$ cat src/hw/rtl/dqe_pkg.sv
// shared types and codes for the double-ended queue
package dqe_pkg;

  // command codes carried with each input transaction
  typedef enum logic [3:0] {
    CMD_PUSH_FRONT  = 4'd0,
    CMD_PUSH_REAR   = 4'd1,
    CMD_READ_AT     = 4'd2,
    CMD_WRITE_AT    = 4'd3,
    CMD_READ_FRONT  = 4'd4,
    CMD_WRITE_FRONT = 4'd5,
    CMD_READ_BACK   = 4'd6,
    CMD_WRITE_BACK  = 4'd7,
    CMD_CLEAR       = 4'd8
  } cmd_e;

  // result status codes
  typedef enum logic [1:0] {
    ST_OK    = 2'd0,
    ST_RANGE = 2'd1,
    ST_EMPTY = 2'd2,
    ST_FULL  = 2'd3
  } status_e;

  // storage access and status decided for one command
  typedef struct packed {
    logic    we;
    logic    re;
    status_e status;
  } access_t;

endpackage

$ cat src/hw/rtl/dqe_ctrl.sv
// head pointer, element count and address decode of the queue
module dqe_ctrl import dqe_pkg::*; #(
  parameter int DEPTH = 256,
  localparam int PW = $clog2(DEPTH),
  localparam int CW = $clog2(DEPTH + 1)
) (
  input  logic          clk_i,
  input  logic          rst_ni,
  input  logic          accept_i,
  input  logic [3:0]    cmd_i,
  input  logic [7:0]    index_i,
  output access_t       access_o,
  output logic [PW-1:0] addr_o,
  output logic [CW-1:0] size_o
);

  localparam int LW = (CW > 8) ? CW : 8;

  logic [PW-1:0] head_q, head_d;
  logic [CW-1:0] count_q, count_d;
  logic [PW-1:0] head_m1;
  logic          full;
  logic          in_range;
  logic          we, re;
  status_e       status;

  // ring position of a logical offset from the front
  function automatic logic [PW-1:0] ring_pos(input logic [PW-1:0] head,
                                             input logic [PW-1:0] offs);
    logic [PW:0] sum;
    sum = {1'b0, head} + {1'b0, offs};
    if (sum >= (PW+1)'(DEPTH)) begin
      sum = sum - (PW+1)'(DEPTH);
    end
    return sum[PW-1:0];
  endfunction

  assign full     = (count_q == CW'(DEPTH));
  assign head_m1  = (head_q == '0) ? PW'(DEPTH - 1) : head_q - PW'(1);
  assign in_range = (LW'(index_i) < LW'(count_q));

  // command decode
  always_comb begin
    head_d  = head_q;
    count_d = count_q;
    we      = 1'b0;
    re      = 1'b0;
    status  = ST_OK;
    addr_o  = head_q;
    case (cmd_e'(cmd_i))
      CMD_PUSH_FRONT: begin
        if (full) begin
          status = ST_FULL;
        end else begin
          we      = 1'b1;
          addr_o  = head_m1;
          head_d  = head_m1;
          count_d = count_q + CW'(1);
        end
      end
      CMD_PUSH_REAR: begin
        if (full) begin
          status = ST_FULL;
        end else begin
          we      = 1'b1;
          addr_o  = ring_pos(head_q, PW'(count_q));
          count_d = count_q + CW'(1);
        end
      end
      CMD_READ_AT, CMD_WRITE_AT: begin
        if (!in_range) begin
          status = ST_RANGE;
        end else begin
          addr_o = ring_pos(head_q, PW'(index_i));
          re     = (cmd_e'(cmd_i) == CMD_READ_AT);
          we     = (cmd_e'(cmd_i) == CMD_WRITE_AT);
        end
      end
      CMD_READ_FRONT, CMD_WRITE_FRONT: begin
        if (count_q == '0) begin
          status = ST_EMPTY;
        end else begin
          addr_o = head_q;
          re     = (cmd_e'(cmd_i) == CMD_READ_FRONT);
          we     = (cmd_e'(cmd_i) == CMD_WRITE_FRONT);
        end
      end
      CMD_READ_BACK, CMD_WRITE_BACK: begin
        if (count_q == '0) begin
          status = ST_EMPTY;
        end else begin
          addr_o = ring_pos(head_q, PW'(count_q - CW'(1)));
          re     = (cmd_e'(cmd_i) == CMD_READ_BACK);
          we     = (cmd_e'(cmd_i) == CMD_WRITE_BACK);
        end
      end
      CMD_CLEAR: begin
        head_d  = '0;
        count_d = '0;
      end
      default: begin
      end
    endcase
  end

  assign access_o.we     = we & accept_i;
  assign access_o.re     = re & accept_i;
  assign access_o.status = status;
  assign size_o          = count_d;

  // pointer and count registers
  always_ff @(posedge clk_i or negedge rst_ni) begin
    if (!rst_ni) begin
      head_q  <= '0;
      count_q <= '0;
    end else if (accept_i) begin
      head_q  <= head_d;
      count_q <= count_d;
    end
  end

endmodule

$ cat config.mk
export PLATFORM = sky130hd
export DESIGN_NAME = dqe_ctrl
export DESIGN_NICKNAME = d
export VERILOG_FILES = /design/src/hw/rtl/dqe_pkg.sv /design/src/hw/rtl/dqe_ctrl.sv
export SDC_FILE = /design/constraint.sdc
export NUM_CORES = 1
export LEC_CHECK = 0
export CAP_MARGIN = 0
export CORE_MARGIN = 10
export CORE_UTILIZATION = 40
export DETAILED_ROUTE_END_ITERATION = 8
export DONT_BUFFER_PORTS = 1
export HOLD_SLACK_MARGIN = 0.05
export SLEW_MARGIN = 20
export SYNTH_ARGS = -nofsm -noshare
export SYNTH_HDL_FRONTEND = slang
export SYNTH_SLANG_ARGS = --single-unit
$ cat constraint.sdc
create_clock -name clk_i -period 4.5 [get_ports clk_i]
set_clock_uncertainty 0.1 [all_clocks]
set_input_delay 0.9 -clock clk_i [delete_from_list [all_inputs] [get_ports clk_i]]
set_output_delay 0.9 -clock clk_i [all_outputs]
set_load 0.02 [all_outputs]
==> out/qor.txt <==
WL/cell: 20.4 microns
pwr/cell area: 389 nW/um^2
placed wire-length estimate: 7.55 mm
Root Buffer: clkbuf_8
final WL: 9.54 mm
Cell variety after synth: 64
top_reg_cell synth: dfrtp_1
startpoint types: flip-flop
# DRC: 0
static leakage: 1.31 nW
GRT Overall Usage: 16.3%
fillers: 721
share of the yosys chip area belonging to registers: 14.9%
total gr overflow: 0
CTS buffer count: 3
crit path time final: 4.32 ns
total number of vias: 2,951
maxcap violations: 0
largest net degree at the start of global routing: 22
Post-Layout Cell Count: 468
first-pass iteration count of the detailed router: 5
Tcrit/Tclk final: 95.9%
die width: 104 microns
hold-fix buffers at CTS: 0
DP Area: 2910 sq um
CP arrival: 3.32 ns
Core ar.: 6870 sq um
I/O Buffers: 0
Post-synth EDFFs: 0
actual slew at the worst max-slew pin: 0.875 ns
Hold WC Path Type: in -> async
die area: 10,900 sq um
status: finished, final reports clean
Placed Instances: 462
vias in the first global route: 2,681
Final TNS setup: 0 ns
leading area contributor after synthesis: dfrtp_1
fin area: 2980 sq um
CP startpoint: count_q[1]
crit path max-delay cell type: dfrtp_2
dpl ws: 0.433 ns
Starting Density: 41.5%
first-pass GRT wire length: 14.7 mm
Max stage delay on crit path: 0.47 ns
CP Data Required Time: 3.50 ns
clock tree buffer depth: 2
nets: 423
commonest cells in the netlist: 38 x a21oi_1, 32 x ha_1, 32 x nand2_1, 28 x nor2_1, 25 x o21ai_0
detail-routed via count per cell: 6.31
clk sinks: 17
syn nets: 430
R2R Path Start: count_q[0]
Initial DRC Count: 367
antenna viol nets, final: 0
Reg clk slew, reported paths: 0.08 ns
Worst path most repeated cell: ha_1
final setup violating endpoints: 0
Avg Cell Area, Syn: 7.51 sq um
htree depth: 1
flops & latches, synth: 17
ys async rst share: 100%
post-route setup slack: 0.185 ns
top post-synthesis cells by area: dfrtp_1 15%, ha_1 14%, a21oi_1 6.7%, o21ai_0 4.4%, nand2_1 4.2%
most numerous cell in the Yosys netlist: a21oi_1
max_slew headroom: 41.0%
RSZ-0062 raised after global routing: no
Clk Latency, worst-skew pair: 0.26 ns
CP Capture Type: output port
TritonCTS clock tree: yes
Synthesis Warnings: 0
num ports: 36
total power: 1.16 mW
share of layout cells above drive strength 1: 6.99%
Fmax: 232 MHz
synth-to-layout area growth: 4.52%
initial antenna violation count: 0
area share of the largest cell type after synthesis: 14.9%
critical path class: reg -> out
ant diodes: 0
worst path cell trace: inv_1, ha_1, nor3b_4, nand2_2, xnor2_1, ha_1, nand4_1, a21oi_1, and3b_1, xor2_2, a31oi_1, mux2i_1, a211o_1
Die Span Y: 104 microns
Hold Fails Final Rpt: 0
crit-path max FO: 8
row count: 30
fin. max-slew vios: 0
Post-Synthesis Cells: 380
RePlAce Congestion: 0.931
peak supply drop: 220 uV
synthesized area: 2850 sq um
-- critical path, delay by kind of cell (launching register included) --
kind | cells | cell delay [ns]
simple gates | 4 | 0.74
compound gates | 3 | 0.70
fa+ha+maj | 2 | 0.55
flops | 1 | 0.47
xor+xnor | 2 | 0.34
buf+inv | 1 | 0.15
mux | 1 | 0.09
-- sequential cells by signal, summed over array words and instances (netlist names) --
name,count
count_q,9
head_q,8
-- worst paths after layout --
path,endpoint,slack (ns),depth (start not counted)
max in group asynchronous,count_q[0],3.99,0
min in group clk_i,count_q[3],0.61,1
max,addr_o[7],0.18,13
min reg2reg,count_q[3],0.61,1
min,head_q[7],0.22,0
max reg2reg,count_q[7],1.14,9
-- routing by layer --
| metal | GRT usage (%) | vias to the layer above | routed length, microns |
|---|---|---|---|
| met3 | 4.21 | 20 | 766 |
| met2 | 26.9 | 124 | 4470 |
| met5 | 0 | - | 0 |
| li1 | - | 1415 | - |
| met4 | 3.88 | 0 | 177 |
| met1 | 20.5 | 1392 | 4130 |
-- power by group --
part | internal (mW) | switching, mW | total (mW)
combinational | 0.315 | 0.460 | 0.775
clock | 0.0631 | 0.0642 | 0.127
sequential | 0.177 | 0.0792 | 0.256
total | 0.556 | 0.603 | 1.16
-- cell families (layout without fill, tap and decap cells) --
group           Yosys count  in the layout  synth area share (%)
simple gates            135            135                  25.5
compound gates          134            134                  30.7
buf+inv                  37             29                  5.70
fa+ha+maj                35             35                  16.1
xor+xnor                 17             17                  5.22
flops                    17             17                  14.9
mux                       5              5                  1.84
-- final cells by class --
type / count / area, sq um / area share, %
clock buffers: 4 / 45.0 / 1.51
inverters: 19 / 71.3 / 2.39
multi-input cells: 326 / 2270 / 76.2
flip-flops and latches: 17 / 428 / 14.4
well taps: 96 / 120 / 4.03
repair buffers: 6 / 45.0 / 1.51
-- timing repair --
action                                  CTS  global route
setup buffers                             0             2
endpoints found under the setup margin    0             1
gates resized for setup                   0             3
-- cell usage in the layout, fill, tap and decap left out, types with 4 or more instances in the layout --
master,count
a21oi_1,38
a211o_1,4
nor2_1,28
o22ai_1,5
nand2_1,32
a31oi_1,10
or3_1,5
nor3_1,10
o21ai_0,25
o211ai_1,4
xnor2_1,13
nand3_1,20
nand4_1,8
and3_1,6
buf_4,6
inv_1,18
a21o_1,9
nor2b_1,6
a211oi_1,5
ha_1,32
dfrtp_1,15
-- metrics by stage --
stage / hold slack, ns / utilization [%]
3_5_place_dp: 0.505 / 42.4
5_1_grt: 0.215 / 43.4
6_report: 0.223 / 43.4
2_1_floorplan: 0.488 / -
3_3_place_gp: 0.505 / 42.4
4_1_cts: 0.222 / 43.0
Note: power is estimated with default switching activity, not from simulation.
